**src/nfc_pkg.sv**
```systemverilog
// shared constants and types for the nearest free cell search unit
`timescale 1ns / 1ps

package nfc_pkg;

    localparam int GRID_WIDTH  = 32;
    localparam int GRID_HEIGHT = 16;

    localparam int COL_W    = $clog2(GRID_WIDTH);
    localparam int ROW_W    = $clog2(GRID_HEIGHT);
    localparam int RAD_MAX  = ((GRID_WIDTH < GRID_HEIGHT) ? GRID_WIDTH : GRID_HEIGHT) - 1;
    localparam int RAD_W    = $clog2(RAD_MAX + 1);
    localparam int CRD_W    = 10;
    localparam int DIST_W   = 2 * RAD_W + 1;
    localparam int ROW_POW  = 1 << ROW_W;

    localparam int S_TDATA_W = 48;
    localparam int M_TDATA_W = 32;

    typedef struct packed {
        logic grid_wr;
        logic start;
        logic issue;
        logic next_rad;
        logic load_out;
    } nfc_cmd_t;

    typedef struct packed {
        logic last_col;
        logic have;
        logic rad_max;
        logic out_busy;
    } nfc_sts_t;

endpackage

```
**src/nfc_grid.sv**
```systemverilog
// occupancy grid held column by column, one column read per cycle
`timescale 1ns / 1ps

module nfc_grid
    import nfc_pkg::*;
(
    input  logic                   aclk,
    input  logic                   aresetn,
    input  logic                   wr_en,
    input  logic [4:0]             wr_col,
    input  logic [3:0]             wr_row,
    input  logic                   wr_wall,
    input  logic [COL_W-1:0]       rd_col,
    output logic [GRID_HEIGHT-1:0] rd_data
);

    logic [GRID_HEIGHT-1:0] grid_reg [GRID_WIDTH];
    logic                   wr_ok;

    assign wr_ok = wr_en && (32'(wr_col) < 32'(GRID_WIDTH)) && (32'(wr_row) < 32'(GRID_HEIGHT));

    always_ff @(posedge aclk) begin
        if (!aresetn) begin
            for (int c = 0; c < GRID_WIDTH; c++) begin
                for (int r = 0; r < GRID_HEIGHT; r++) begin
                    grid_reg[c][r] <= (c == 0 || c == GRID_WIDTH - 1 ||
                                       r == 0 || r == GRID_HEIGHT - 1);
                end
            end
        end else if (wr_ok) begin
            grid_reg[COL_W'(wr_col)][ROW_W'(wr_row)] <= wr_wall;
        end
    end

    // columns past the edge read as all wall
    assign rd_data = (32'(rd_col) < 32'(GRID_WIDTH)) ? grid_reg[rd_col] : '1;

endmodule

```
**src/nfc_dpath.sv**
```systemverilog
// search datapath: query, radius and column counters, column pick, best cell, result register
`timescale 1ns / 1ps

module nfc_dpath
    import nfc_pkg::*;
(
    input  logic               aclk,
    input  logic               aresetn,
    input  nfc_cmd_t           cmd,
    output nfc_sts_t           sts,
    input  logic [4:0]         cell_col,
    input  logic [3:0]         cell_row,
    input  logic               cell_wall,
    input  logic signed [15:0] query_x,
    input  logic signed [15:0] query_y,
    input  logic               m_tready,
    output logic               m_tvalid,
    output logic signed [15:0] result_x,
    output logic signed [15:0] result_y,
    output logic               found
);

    typedef struct packed {
        logic             v;
        logic [RAD_W-1:0] ady;
        logic             pos;
        logic [ROW_W-1:0] row;
    } nfc_cand_t;

    function automatic logic signed [CRD_W-1:0] q88_trunc(input logic signed [15:0] s);
        logic signed [16:0] t;
        t = $signed({s[15], s}) + (s[15] ? 17'sd255 : 17'sd0);
        return CRD_W'(t >>> 8);
    endfunction

    logic signed [15:0]      qx_reg, qy_reg;
    logic signed [CRD_W-1:0] cx_reg, cy_reg;
    logic [RAD_W-1:0]        radius_reg;
    logic signed [CRD_W-1:0] dx_reg;

    logic                    col_valid_reg;
    logic [GRID_HEIGHT-1:0]  col_bits_reg;
    logic [COL_W-1:0]        col_tx_reg;
    logic [RAD_W-1:0]        col_adx_reg;

    logic                    have_reg;
    logic [DIST_W-1:0]       best_d_reg;
    logic [COL_W-1:0]        best_x_reg;
    logic [ROW_W-1:0]        best_y_reg;

    logic                    out_valid_reg;
    logic signed [15:0]      out_x_reg, out_y_reg;
    logic                    out_found_reg;

    logic [CRD_W-1:0]        rad_ext;
    logic signed [CRD_W-1:0] tx;
    logic                    tx_in;
    logic [GRID_HEIGHT-1:0]  col_data;
    logic [CRD_W-1:0]        adx;

    nfc_cand_t               tree [ROW_W+1][ROW_POW];
    nfc_cand_t               win;
    logic [DIST_W-1:0]       cand_d;
    logic                    upd;

    nfc_grid u_grid (
        .aclk    (aclk),
        .aresetn (aresetn),
        .wr_en   (cmd.grid_wr),
        .wr_col  (cell_col),
        .wr_row  (cell_row),
        .wr_wall (cell_wall),
        .rd_col  (tx[COL_W-1:0]),
        .rd_data (col_data)
    );

    assign rad_ext = CRD_W'(radius_reg);
    assign tx      = cx_reg + dx_reg;
    assign tx_in   = !tx[CRD_W-1] && (tx < $signed(CRD_W'(GRID_WIDTH)));
    assign adx     = dx_reg[CRD_W-1] ? CRD_W'(-dx_reg) : CRD_W'(dx_reg);

    // nearest empty row of the held column, upper rows first on equal distance
    always_comb begin
        logic signed [CRD_W-1:0] dy;
        logic [CRD_W-1:0]        ady;
        for (int i = 0; i < ROW_POW; i++) begin
            dy  = $signed(CRD_W'(i)) - cy_reg;
            ady = dy[CRD_W-1] ? CRD_W'(-dy) : CRD_W'(dy);
            tree[0][i].v   = (i < GRID_HEIGHT) && !col_bits_reg[i % GRID_HEIGHT] &&
                             (ady <= rad_ext);
            tree[0][i].ady = RAD_W'(ady);
            tree[0][i].pos = !dy[CRD_W-1] && (dy != '0);
            tree[0][i].row = ROW_W'(i);
        end
        for (int l = 0; l < ROW_W; l++) begin
            for (int j = 0; j < ROW_POW; j++) begin
                if (j < (ROW_POW >> (l + 1))) begin
                    if (tree[l][2*j].v && (!tree[l][2*j+1].v ||
                        {tree[l][2*j].ady, tree[l][2*j].pos} <=
                        {tree[l][2*j+1].ady, tree[l][2*j+1].pos})) begin
                        tree[l+1][j] = tree[l][2*j];
                    end else begin
                        tree[l+1][j] = tree[l][2*j+1];
                    end
                end else begin
                    tree[l+1][j] = '0;
                end
            end
        end
    end

    assign win    = tree[ROW_W][0];
    assign cand_d = DIST_W'(col_adx_reg) * DIST_W'(col_adx_reg) +
                    DIST_W'(win.ady) * DIST_W'(win.ady);
    assign upd    = col_valid_reg && win.v && (!have_reg || cand_d < best_d_reg);

    always_ff @(posedge aclk) begin
        if (cmd.start) begin
            qx_reg     <= query_x;
            qy_reg     <= query_y;
            cx_reg     <= q88_trunc(query_x);
            cy_reg     <= q88_trunc(query_y);
            radius_reg <= RAD_W'(1);
            dx_reg     <= -$signed(CRD_W'(1));
        end else if (cmd.next_rad) begin
            radius_reg <= radius_reg + RAD_W'(1);
            dx_reg     <= $signed(-(rad_ext + CRD_W'(1)));
        end else if (cmd.issue) begin
            dx_reg <= dx_reg + $signed(CRD_W'(1));
        end
        if (cmd.issue) begin
            col_bits_reg <= tx_in ? col_data : '1;
            col_tx_reg   <= tx[COL_W-1:0];
            col_adx_reg  <= RAD_W'(adx);
        end
        if (upd) begin
            best_d_reg <= cand_d;
            best_x_reg <= col_tx_reg;
            best_y_reg <= win.row;
        end
        if (cmd.load_out) begin
            out_x_reg     <= have_reg ? 16'({best_x_reg, 8'h80}) : qx_reg;
            out_y_reg     <= have_reg ? 16'({best_y_reg, 8'h80}) : qy_reg;
            out_found_reg <= have_reg;
        end
    end

    always_ff @(posedge aclk) begin
        if (!aresetn) begin
            col_valid_reg <= 1'b0;
            have_reg      <= 1'b0;
            out_valid_reg <= 1'b0;
        end else begin
            col_valid_reg <= cmd.issue;
            if (cmd.start) begin
                have_reg <= 1'b0;
            end else if (upd) begin
                have_reg <= 1'b1;
            end
            if (cmd.load_out) begin
                out_valid_reg <= 1'b1;
            end else if (m_tready) begin
                out_valid_reg <= 1'b0;
            end
        end
    end

    assign sts.last_col = (dx_reg == $signed(rad_ext));
    assign sts.have     = have_reg;
    assign sts.rad_max  = (radius_reg == RAD_W'(RAD_MAX));
    assign sts.out_busy = out_valid_reg && !m_tready;

    assign m_tvalid = out_valid_reg;
    assign result_x = out_x_reg;
    assign result_y = out_y_reg;
    assign found    = out_found_reg;

endmodule

```
**src/nfc_ctrl.sv**
```systemverilog
// search controller: accept, column scan per radius, stop decision, result hand-off
`timescale 1ns / 1ps

module nfc_ctrl
    import nfc_pkg::*;
(
    input  logic     aclk,
    input  logic     aresetn,
    input  logic     s_tvalid,
    input  logic     s_op,
    output logic     s_tready,
    output nfc_cmd_t cmd,
    input  nfc_sts_t sts
);

    localparam logic [2:0] ST_IDLE   = 3'd0;
    localparam logic [2:0] ST_SCAN   = 3'd1;
    localparam logic [2:0] ST_DRAIN  = 3'd2;
    localparam logic [2:0] ST_DECIDE = 3'd3;
    localparam logic [2:0] ST_DONE   = 3'd4;

    logic [2:0] state_reg, state_next;

    always_ff @(posedge aclk) begin
        if (!aresetn) begin
            state_reg <= ST_IDLE;
        end else begin
            state_reg <= state_next;
        end
    end

    assign s_tready = (state_reg == ST_IDLE);

    always_comb begin
        state_next = state_reg;
        cmd        = '0;
        case (state_reg)
            ST_IDLE: begin
                if (s_tvalid) begin
                    if (s_op) begin
                        cmd.start  = 1'b1;
                        state_next = ST_SCAN;
                    end else begin
                        cmd.grid_wr = 1'b1;
                    end
                end
            end
            ST_SCAN: begin
                cmd.issue = 1'b1;
                if (sts.last_col) begin
                    state_next = ST_DRAIN;
                end
            end
            ST_DRAIN: begin
                state_next = ST_DECIDE;
            end
            ST_DECIDE: begin
                if (sts.have || sts.rad_max) begin
                    state_next = ST_DONE;
                end else begin
                    cmd.next_rad = 1'b1;
                    state_next   = ST_SCAN;
                end
            end
            ST_DONE: begin
                if (!sts.out_busy) begin
                    cmd.load_out = 1'b1;
                    state_next   = ST_IDLE;
                end
            end
            default: begin
                state_next = ST_IDLE;
            end
        endcase
    end

endmodule

```
**src/grid_nearest_free_cell_search_unit.sv**
```systemverilog
// top level of the nearest free cell search unit
`timescale 1ns / 1ps

// Holds a 32 x 16 wall/empty grid (borders walls after reset) and answers
// searches for the nearest empty cell around a Q8.8 position. A write beat
// (s_tuser = 0) sets one cell and returns nothing. A search beat
// (s_tuser = 1) returns one beat: the chosen cell centre with m_tuser set, or
// the query echoed with m_tuser clear. The grid is read one column per cycle.
// s_tready is low from a search accept until its result is loaded into the
// output register; a waiting result does not block the next beat.

module grid_nearest_free_cell_search_unit
    import nfc_pkg::*;
(
    input  logic                 aclk,
    input  logic                 aresetn,
    input  logic                 s_tvalid,
    output logic                 s_tready,
    input  logic [S_TDATA_W-1:0] s_tdata,  // cell_col, cell_row, cell_wall, query_x, query_y
    input  logic                 s_tuser,  // op
    output logic                 m_tvalid,
    input  logic                 m_tready,
    output logic [M_TDATA_W-1:0] m_tdata,  // result_x, result_y
    output logic                 m_tuser   // found
);

    nfc_cmd_t           cmd;
    nfc_sts_t           sts;
    logic signed [15:0] result_x, result_y;

    nfc_ctrl u_ctrl (
        .aclk     (aclk),
        .aresetn  (aresetn),
        .s_tvalid (s_tvalid),
        .s_op     (s_tuser),
        .s_tready (s_tready),
        .cmd      (cmd),
        .sts      (sts)
    );

    nfc_dpath u_dpath (
        .aclk      (aclk),
        .aresetn   (aresetn),
        .cmd       (cmd),
        .sts       (sts),
        .cell_col  (s_tdata[4:0]),
        .cell_row  (s_tdata[8:5]),
        .cell_wall (s_tdata[9]),
        .query_x   ($signed(s_tdata[25:10])),
        .query_y   ($signed(s_tdata[41:26])),
        .m_tready  (m_tready),
        .m_tvalid  (m_tvalid),
        .result_x  (result_x),
        .result_y  (result_y),
        .found     (m_tuser)
    );

    assign m_tdata = {result_y, result_x};

endmodule

```
**config.mk**
```make
export PLATFORM = sky130hd
export DESIGN_NAME = grid_nearest_free_cell_search_unit
export DESIGN_NICKNAME = d
export VERILOG_FILES = /design/src/nfc_pkg.sv /design/src/nfc_grid.sv /design/src/nfc_dpath.sv /design/src/nfc_ctrl.sv /design/src/grid_nearest_free_cell_search_unit.sv
export SDC_FILE = /design/constraint.sdc
export NUM_CORES = 2
export LEC_CHECK = 0
export ABC_CLOCK_PERIOD_IN_PS = 37200
export BUFFER_PORTS_ARGS = -buffer_cell sky130_fd_sc_hd__buf_2
export CORE_AREA = 5 5 295 297
export CTS_CLUSTER_DIAMETER = 60
export DETAILED_ROUTE_END_ITERATION = 8
export DIE_AREA = 0 0 300 302
export HOLD_SLACK_MARGIN = 0.06
export PLACE_DENSITY_LB_ADDON = 0.25
export SLEW_MARGIN = 0
export SYNTH_ARGS = -nofsm -noshare
export SYNTH_HDL_FRONTEND = slang
export SYNTH_HIERARCHICAL = 1
export SYNTH_SLANG_ARGS = --single-unit
```
**constraint.sdc**
```tcl
create_clock -name aclk -period 37.2 [get_ports aclk]
set_input_delay 7.44 -clock aclk [delete_from_list [all_inputs] [get_ports aclk]]
set_output_delay 7.44 -clock aclk [all_outputs]
set_load 0.03 [all_outputs]
```
### Word level (Yosys, flattened, before mapping)

Memories as Yosys holds them, arrays and structs flattened. A register that Yosys moved wholly into a read port is not among the register bits.
Cells that the tools add are included.

* $add $sub $neg: 41
* multipliers: 2
* $lt $le $gt $ge: 35
* eq/ne operators: 10
* muxes and demuxes: 64
* bitwise operators: 1
* reductions and logical operators: 142

Operators by type and width (number)
* 2-to-1 mux 10 bit: 33
* negation 10 bit: 17
* less-or-equal comparator 10 x 4 -> 1 bit: 16
* nonzero test 10 bit: 16
* subtractor 5 x 9 -> 10 bit (first input constant): 8
* less-or-equal comparator 5 bit: 15
* logical AND 1 bit: 52
* zero test 1 bit: 51
* 2-to-1 mux 16 bit: 3
* subtractor 4 x 9 -> 10 bit (first input constant): 4
* adder 16 x 9 -> 17 bit: 2
* subtractor 3 x 9 -> 10 bit (first input constant): 2
* logical OR 1 bit: 17
* multiplier 4 x 4 -> 8 bit: 2
* 2-to-1 mux 8 bit: 2
* OR reduction 16 bit: 1
* 2-to-1 mux 3 bit: 5
* case mux 3 bit (5 select lines): 1
* 2-to-1 mux 1 bit: 13
* 2-to-1 mux 13 bit: 1
* 2-to-1 mux 12 bit: 1
* adder 10 x 2 -> 10 bit (second input constant): 1
* adder 9 x 10 -> 10 bit: 1
* == test 10 x 5 -> 1 bit: 1
* 25 further kinds: 30

* bits in registers: 130
* memory bits (writable): 512
* bits of input ports: 53
* output and inout bits: 35
* word-level logic and storage cells: 316
* memories: 1

Memory list
* u_dpath.u_grid.grid_reg: words 32, width 16, rd ports 1, clocked after memory_dff 1, write ports 32, RTL line nfc_grid.sv:17 `logic [GRID_HEIGHT-1:0] grid_reg [GRID_WIDTH];`

### Longest topological paths before layout

* word-level depth: 26
* gate-level depth with buffers: 77
* mapped depth without buffers: 71

### Modules after synthesis

Netlist, hierarchy kept.

Modules (own cells, without submodules)
* nfc_grid: instances 1, cells each 2500, area each 25969.9 um2, sequential area each 15374.7 um2
* nfc_dpath: instances 1, cells each 1866, area each 16379.5 um2, sequential area each 4124.0 um2
* nfc_ctrl: instances 1, cells each 22, area each 190.2 um2, sequential area each 60.1 um2

### Least setup slack after synthesis

No wires, ideal clock.

* path kind: reg2reg
* start point: reg u_dpath.cy_reg[0]
* end point: reg u_dpath.best_d_reg[0] (enable)
* library setup time: 0.399 ns
* arrival: 14.271 ns
* required time: 36.801 ns
* setup slack: 22.530 ns
* stages on the path, launching flop included: 72
* path buffers: 5
* clock period less this slack: 14.670 ns
* cell sequence: edfxtp_1 -> buf_2 -> buf_2 -> buf_2 -> inv_1 -> buf_1 -> ha_1 -> inv_1 -> clkbuf_1 -> nor2_1 -> nand2_1 -> nand2_1 -> xor2_1 -> ha_1 -> a21oi_1 -> o21ai_0 -> a22o_1 -> a2111o_1 -> [36 not listed] -> a21boi_1 -> nor2b_1 -> fa_1 -> inv_1 -> fa_1 -> inv_1 -> fa_1 -> fa_1 -> ha_1 -> fa_1 -> a21o_1 -> a21oi_1 -> xnor2_1 -> ha_1 -> nor2b_1 -> o21ai_0 -> nand2b_1 -> a21oi_1

* cells in the longest elaborated chain, start to end: 26
* elaborated cells between the ends (all ways): 209
* those cells by class: 33 x add/sub; 1 x mul; 32 x order compare; 31 x mux; 112 x reduce/logical

RTL lines
* from (decl): RTL line nfc_dpath.sv:37 `logic signed [CRD_W-1:0] cx_reg, cy_reg;`
* from (signal assigned): RTL line nfc_dpath.sv:122 `cy_reg <= q88_trunc(query_y);`
* subtractor 2 x 9 -> 10 bit, or another cell as far along: RTL line nfc_dpath.sv:87 `dy = $signed(CRD_W'(i)) - cy_reg;`
* negation 10 bit: RTL line nfc_dpath.sv:88 `ady = dy[CRD_W-1] ? CRD_W'(-dy) : CRD_W'(dy);`
* 2-to-1 mux 10 bit: RTL line nfc_dpath.sv:88
* less-or-equal comparator 10 x 4 -> 1 bit: RTL line nfc_dpath.sv:90 `(ady <= rad_ext);`
* logical AND 1 bit: RTL line nfc_dpath.sv:89 `tree[0][i].v = (i < GRID_HEIGHT) && !col_bits_reg[i % GRID_HEIGHT] &&`
* zero test 1 bit: RTL line nfc_dpath.sv:98 `if (tree[l][2*j].v && (!tree[l][2*j+1].v ||`
* logical OR 1 bit: RTL line nfc_dpath.sv:98
* logical AND 1 bit: RTL line nfc_dpath.sv:98
* [12 not listed]
* 2-to-1 mux 10 bit *: RTL line nfc_dpath.sv:98
* multiplier 4 x 4 -> 8 bit *: RTL line nfc_dpath.sv:114 `DIST_W'(win.ady) * DIST_W'(win.ady);`
* adder 8 x 8 -> 9 bit *: RTL line nfc_dpath.sv:113 `assign cand_d = DIST_W'(col_adx_reg) * DIST_W'(col_adx_reg) +`
* named net u_dpath.cand_d[7]: RTL line nfc_dpath.sv:63 `logic [DIST_W-1:0] cand_d;`
* less-than comparator 9 bit *: RTL line nfc_dpath.sv:115 `assign upd = col_valid_reg && win.v && (!have_reg || cand_d < best_d_reg);`
* logical OR 1 bit *: RTL line nfc_dpath.sv:115
* logical AND 1 bit *: RTL line nfc_dpath.sv:115
* named net u_dpath.upd: RTL line nfc_dpath.sv:64 `logic upd;`
* to (signal assigned): RTL line nfc_dpath.sv:137 `best_d_reg <= cand_d;`
* to (decl): RTL line nfc_dpath.sv:47 `logic [DIST_W-1:0] best_d_reg;`

Mark *: on every way through the listed nets, which the timed path passes. The rest lies on a longest branch.
A chain may end at the register's enable or synchronous reset.

### Final worst setup path

* start point: reg u_dpath.cy_reg[4]
* end point: reg u_dpath.best_x_reg[4] (enable)

* cells in the longest elaborated chain, start to end: 26
* elaborated cells between the ends (all ways): 209
* those cells by class: 33 x add/sub; 1 x mul; 32 x order compare; 31 x mux; 112 x reduce/logical

RTL lines
* subtractor 2 x 9 -> 10 bit, or another cell as far along: RTL line nfc_dpath.sv:87
* negation 10 bit: RTL line nfc_dpath.sv:88
* 2-to-1 mux 10 bit: RTL line nfc_dpath.sv:88
* less-or-equal comparator 10 x 4 -> 1 bit: RTL line nfc_dpath.sv:90
* logical AND 1 bit: RTL line nfc_dpath.sv:89
* zero test 1 bit: RTL line nfc_dpath.sv:98
* logical OR 1 bit: RTL line nfc_dpath.sv:98
* logical AND 1 bit: RTL line nfc_dpath.sv:98
* [12 not listed]
* 2-to-1 mux 10 bit *: RTL line nfc_dpath.sv:98
* multiplier 4 x 4 -> 8 bit *: RTL line nfc_dpath.sv:114
* adder 8 x 8 -> 9 bit *: RTL line nfc_dpath.sv:113
* named net u_dpath.cand_d[7]: RTL line nfc_dpath.sv:63
* less-than comparator 9 bit *: RTL line nfc_dpath.sv:115
* logical OR 1 bit *: RTL line nfc_dpath.sv:115
* logical AND 1 bit *: RTL line nfc_dpath.sv:115
* named net u_dpath.upd: RTL line nfc_dpath.sv:64
* to (signal assigned): RTL line nfc_dpath.sv:138 `best_x_reg <= col_tx_reg;`
* to (decl): RTL line nfc_dpath.sv:48 `logic [COL_W-1:0] best_x_reg;`

Marked as above.

==> results.rst <==
.. list-table::
   :header-rows: 1

   * - Metric
     - Value
   * - Clock latency of the later-clocked register in the worst-skew pair
     - 0.66 ns
   * - Slowest cell delay on critical path
     - 0.80 ns
   * - DIE AREA
     - 0.0906 mm^2
   * - Overall routing resource usage
     - 26.1%
   * - Clk buf depth
     - 3
   * - Sum of routed wire length over all layers
     - 122 mm
   * - Port Buffer Count
     - 81
   * - Share of the yosys chip area belonging to registers
     - 46.0%
   * - Area overhead of the layout relative to synthesis
     - 7.12%
   * - Fraction of registers with async set or reset after synthesis
     - 0%
   * - Num Clock Sinks
     - 658
   * - Summed negative setup slack over all endpoints
     - 0 ns
   * - Leakage
     - 16.0 nW
   * - Total of cells resized after clock tree synthesis
     - 0
   * - Starting DRC count in detailed routing
     - 3436
   * - Classification of the worst setup path
     - register to register
   * - Sum of overflow across all layers after global routing
     - 0
   * - Remaining antenna violation count after routing
     - 0
   * - Post-Route Utilization
     - 54.0%
   * - Power per cell area
     - 54.5 mW/mm^2
   * - FF-to-FF setup slack
     - 20.15 ns
   * - Initial standard-cell utilization of the core
     - 50.4%
   * - Mean post-synth cell area
     - 9.69 um^2
   * - Critical Path Fanout Max
     - 34
   * - I/O pin count
     - 88
   * - Total stage count of the critical path
     - 64
   * - Nets@finish
     - 4460
   * - Worst reg-to-reg path cell count
     - 64
   * - Flip-flop count of the largest register after layout
     - 512
   * - Die Ht
     - 302 um
   * - Setup repair bufs after CTS
     - 0
   * - Capture point of the critical path
     - u_dpath/best_x_reg[4]
   * - Clock-pin slew reported for the worst setup and hold paths after clock tree synthesis
     - 0.06 ns
   * - Number of buffers inserted during clock tree synthesis
     - 76
   * - Final GP Congestion
     - 0.952
   * - Final setup skew
     - 0.0590 ns
   * - Startpoint types
     - register
   * - Fraction of layout instances using a drive strength above 1
     - 9.30%
   * - Worst Path Required
     - 37.45 ns
   * - Synthesized flop and latch total
     - 658
   * - 1st-pass router iterations
     - 7
   * - Area of the placeable core
     - 0.0843 mm^2
   * - Worst path buffer plus inverter count
     - 7
   * - Syn Inst Count
     - 4388
   * - Average detailed-routed wire length per instance
     - 22.8 um
   * - Design Power
     - 2.48 mW
   * - Final min period
     - 17.05 ns
   * - Dominant synthesized flop cell
     - sky130_fd_sc_hd__edfxtp_1
   * - Net count after synthesis
     - 4651
   * - Top cell family by delay on the critical path
     - compound AO/OA/AOI/OAI gates
   * - Final worst slack
     - 20.15 ns
   * - Number of flops mapped to enable cells by yosys
     - 638
   * - Reg2Reg Capture Point
     - u_dpath/best_x_reg[4]
   * - CTS hold repair buffers
     - 0
   * - Post-synthesis instance area
     - 0.0425 mm^2
   * - Number of setup violations in the final report
     - 0
   * - Detailed-placement wirelength estimate
     - 78.3 mm
   * - Path class of the lowest-slack min-delay path
     - register to register
   * - Master cell of the clock root buffer
     - sky130_fd_sc_hd__clkbuf_16
   * - Die boundary width
     - 300 um
   * - CTS tree
     - built
   * - Final Max Tran Viols
     - 0
   * - Worst relative slew slack
     - 15.8%
   * - Peak Freq
     - 0.0586 GHz
   * - Run status
     - completed
   * - Vias in the first global route
     - 31700
   * - Number of endpoints with negative hold slack in the final report
     - 0
   * - Site row count
     - 107
   * - Worst setup timing slack at the placement stage
     - 20.34 ns
   * - Total number of vias
     - 33400
   * - Vias per std cell
     - 6.25
   * - CTS H-Tree Depth
     - 3
   * - Cell with the largest stage delay on the worst path
     - sky130_fd_sc_hd__a21oi_2
   * - Max VDD drop
     - 0.0653 mV
   * - First-pass GRT wire length
     - 186 mm
   * - Beginning of the critical path
     - u_dpath/cy_reg[4]
   * - Distinct cell type count after synthesis
     - 113
   * - Max-cap viol count
     - 0
   * - Startpoint of the most critical register-to-register path
     - u_dpath/cy_reg[4]
   * - RSZ-0062 raised after global routing
     - false
   * - Endpoint kind of the worst setup timing path
     - register
   * - Worst-Margin Slew
     - 1.26 ns
   * - Final period utilization
     - 45.8%
   * - Arrival time reported for the critical path endpoint
     - 17.30 ns
   * - Pin count of the biggest net entering global routing
     - 318
   * - Synthesis warning total
     - 6
   * - Antenna violations before repair
     - 0
   * - Drt drc
     - 0
[per-layer routing]
layer | global-route usage, % | up-vias | part of all wire [%]
met5 | 0 | - | 0
met4 | 11.2 | 0 | 4.6
met3 | 3.46 | 264 | 7.2
met2 | 44.5 | 1435 | 48
met1 | 33.7 | 16300 | 40
li1 | - | 15500 | -
[through the flow]
stage / area [um^2] / cells / hold WS (ns)
2_1_floorplan: 42500 / 4388 / 0.400
5_1_grt: 45600 / 5346 / 0.431
3_5_place_dp: 43100 / 5209 / 0.405
6_report: 45600 / 5347 / 0.413
4_1_cts: 45600 / 5346 / 0.420
3_3_place_gp: 43100 / 5209 / 0.404
[Yosys cell counts (9+ instances only)]
| cell | n | area [um^2] |
|---|---|---|
| sky130_fd_sc_hd__edfxtp_1 | 638 | 19200 |
| sky130_fd_sc_hd__o21ai_0 | 606 | 3030 |
| sky130_fd_sc_hd__nor2_1 | 555 | 2080 |
| sky130_fd_sc_hd__mux2i_1 | 293 | 2930 |
| sky130_fd_sc_hd__clkbuf_1 | 288 | 1080 |
| sky130_fd_sc_hd__nand2_1 | 281 | 1050 |
| sky130_fd_sc_hd__ha_1 | 197 | 2460 |
| sky130_fd_sc_hd__a21oi_1 | 163 | 816 |
| sky130_fd_sc_hd__xnor2_1 | 129 | 1130 |
| sky130_fd_sc_hd__nand3_1 | 120 | 601 |
| sky130_fd_sc_hd__inv_1 | 104 | 390 |
| sky130_fd_sc_hd__buf_2 | 100 | 500 |
| sky130_fd_sc_hd__nor2b_1 | 81 | 507 |
| sky130_fd_sc_hd__a22oi_1 | 68 | 510 |
| sky130_fd_sc_hd__nor3_1 | 62 | 310 |
| sky130_fd_sc_hd__nand2b_1 | 49 | 307 |
| sky130_fd_sc_hd__a31oi_1 | 45 | 282 |
| sky130_fd_sc_hd__nand4_1 | 39 | 244 |
| sky130_fd_sc_hd__a22o_1 | 35 | 307 |
| sky130_fd_sc_hd__and2_1 | 30 | 188 |
| sky130_fd_sc_hd__a21o_1 | 29 | 218 |
| sky130_fd_sc_hd__o21a_1 | 29 | 218 |
| sky130_fd_sc_hd__or2_2 | 27 | 169 |
| sky130_fd_sc_hd__xor2_1 | 25 | 219 |
| sky130_fd_sc_hd__buf_4 | 23 | 173 |
| sky130_fd_sc_hd__dfxtp_1 | 20 | 400 |
| sky130_fd_sc_hd__mux2_2 | 18 | 203 |
| sky130_fd_sc_hd__and3_1 | 15 | 93.8 |
| sky130_fd_sc_hd__o22ai_1 | 15 | 93.8 |
| sky130_fd_sc_hd__a211oi_1 | 13 | 97.6 |
| sky130_fd_sc_hd__fa_1 | 13 | 260 |
| sky130_fd_sc_hd__or3_1 | 13 | 81.3 |
| sky130_fd_sc_hd__nand3b_1 | 12 | 90.1 |
| sky130_fd_sc_hd__buf_1 | 11 | 41.3 |
| sky130_fd_sc_hd__nor4_1 | 11 | 68.8 |
| sky130_fd_sc_hd__o211ai_1 | 11 | 82.6 |
| sky130_fd_sc_hd__nand4b_1 | 9 | 78.8 |
| sky130_fd_sc_hd__o21ai_1 | 9 | 45.0 |
[power breakdown]
part / switching, mW / total (mW) / leakage [nW] / internal (mW)
Combinational: 0.561 / 0.888 / 8.61 / 0.327
Sequential: 0.0161 / 0.865 / 6.23 / 0.848
Clock: 0.318 / 0.733 / 1.19 / 0.415
Total: 0.895 / 2.48 / 16.0 / 1.59
[cell usage in the layout (no fill, tap or decap), drive strengths merged, types with 25 or more instances in the layout]
master and instances:
ha 197, o21ai 616, or2 32, xnor2 132, buf 158, a22oi 69, and2 30, o21a 29
nor2 560, a31oi 45, edfxtp 638, nand4 39, a21o 29, a22o 35, clkinv 33, nand3 120
nand2b 49, nand2 282, a21oi 168, inv 116, nor2b 81, nor3 69, mux2i 297, clkbuf 93
xor2 25
[worst reg2reg max path: cells and delay by family, from the launching register on]
kind / cells / cell delay [ns]
multiplexers: 3 / 1.20
XOR/XNOR: 2 / 0.30
AO/OA/AOI/OAI: 27 / 6.30
flip-flops: 1 / 0.34
AND/OR/NAND/NOR: 13 / 2.06
adder cells (fa/ha/maj): 12 / 4.87
buffers and inverters: 7 / 1.65
[cell families (layout without fill, tap and decap cells)]
group | Yosys count | count (layout) | synth area share (%)
multiplexers | 316 | 316 | 7.58
flip-flops | 658 | 658 | 46.0
AND/OR/NAND/NOR | 1369 | 1369 | 15.2
other | 0 | 1 | 0
AO/OA/AOI/OAI | 1141 | 1141 | 16.2
XOR/XNOR | 157 | 157 | 3.29
adder cells (fa/ha/maj) | 210 | 210 | 6.41
buffers and inverters | 537 | 405 | 5.32
[area by class of cell]
class	count	area, um^2
Clock buffer	93	1990
Antenna cell	1	2.50
Clock inverter	44	447
Inverter	110	420
Multi-Input combinational cell	3193	20800
Sequential cell	658	19600
Fill cell	7540	38800
Tap cell	1090	1360
Timing Repair Buffer	158	1020
[how the worst min path moves through the flow]
| stage | from | to | slack, ns | cells past startpoint |
|---|---|---|---|---|
| final | u_dpath/col_tx_reg[4] | u_dpath/best_x_reg[4] | 0.41 | 0 |
| after global routing | u_dpath/col_tx_reg[3] | u_dpath/best_x_reg[3] | 0.43 | 0 |
| after CTS | u_dpath/col_tx_reg[4] | u_dpath/best_x_reg[4] | 0.42 | 0 |
| after detailed placement | u_dpath/col_tx_reg[4] | u_dpath/best_x_reg[4] | 0.40 | 0 |
| after global placement | u_dpath/col_tx_reg[4] | u_dpath/best_x_reg[4] | 0.40 | 0 |
| after floorplan | u_dpath/col_tx_reg[0] | u_dpath/best_x_reg[0] | 0.40 | 0 |
Note: power is estimated with default switching activity, not from simulation.
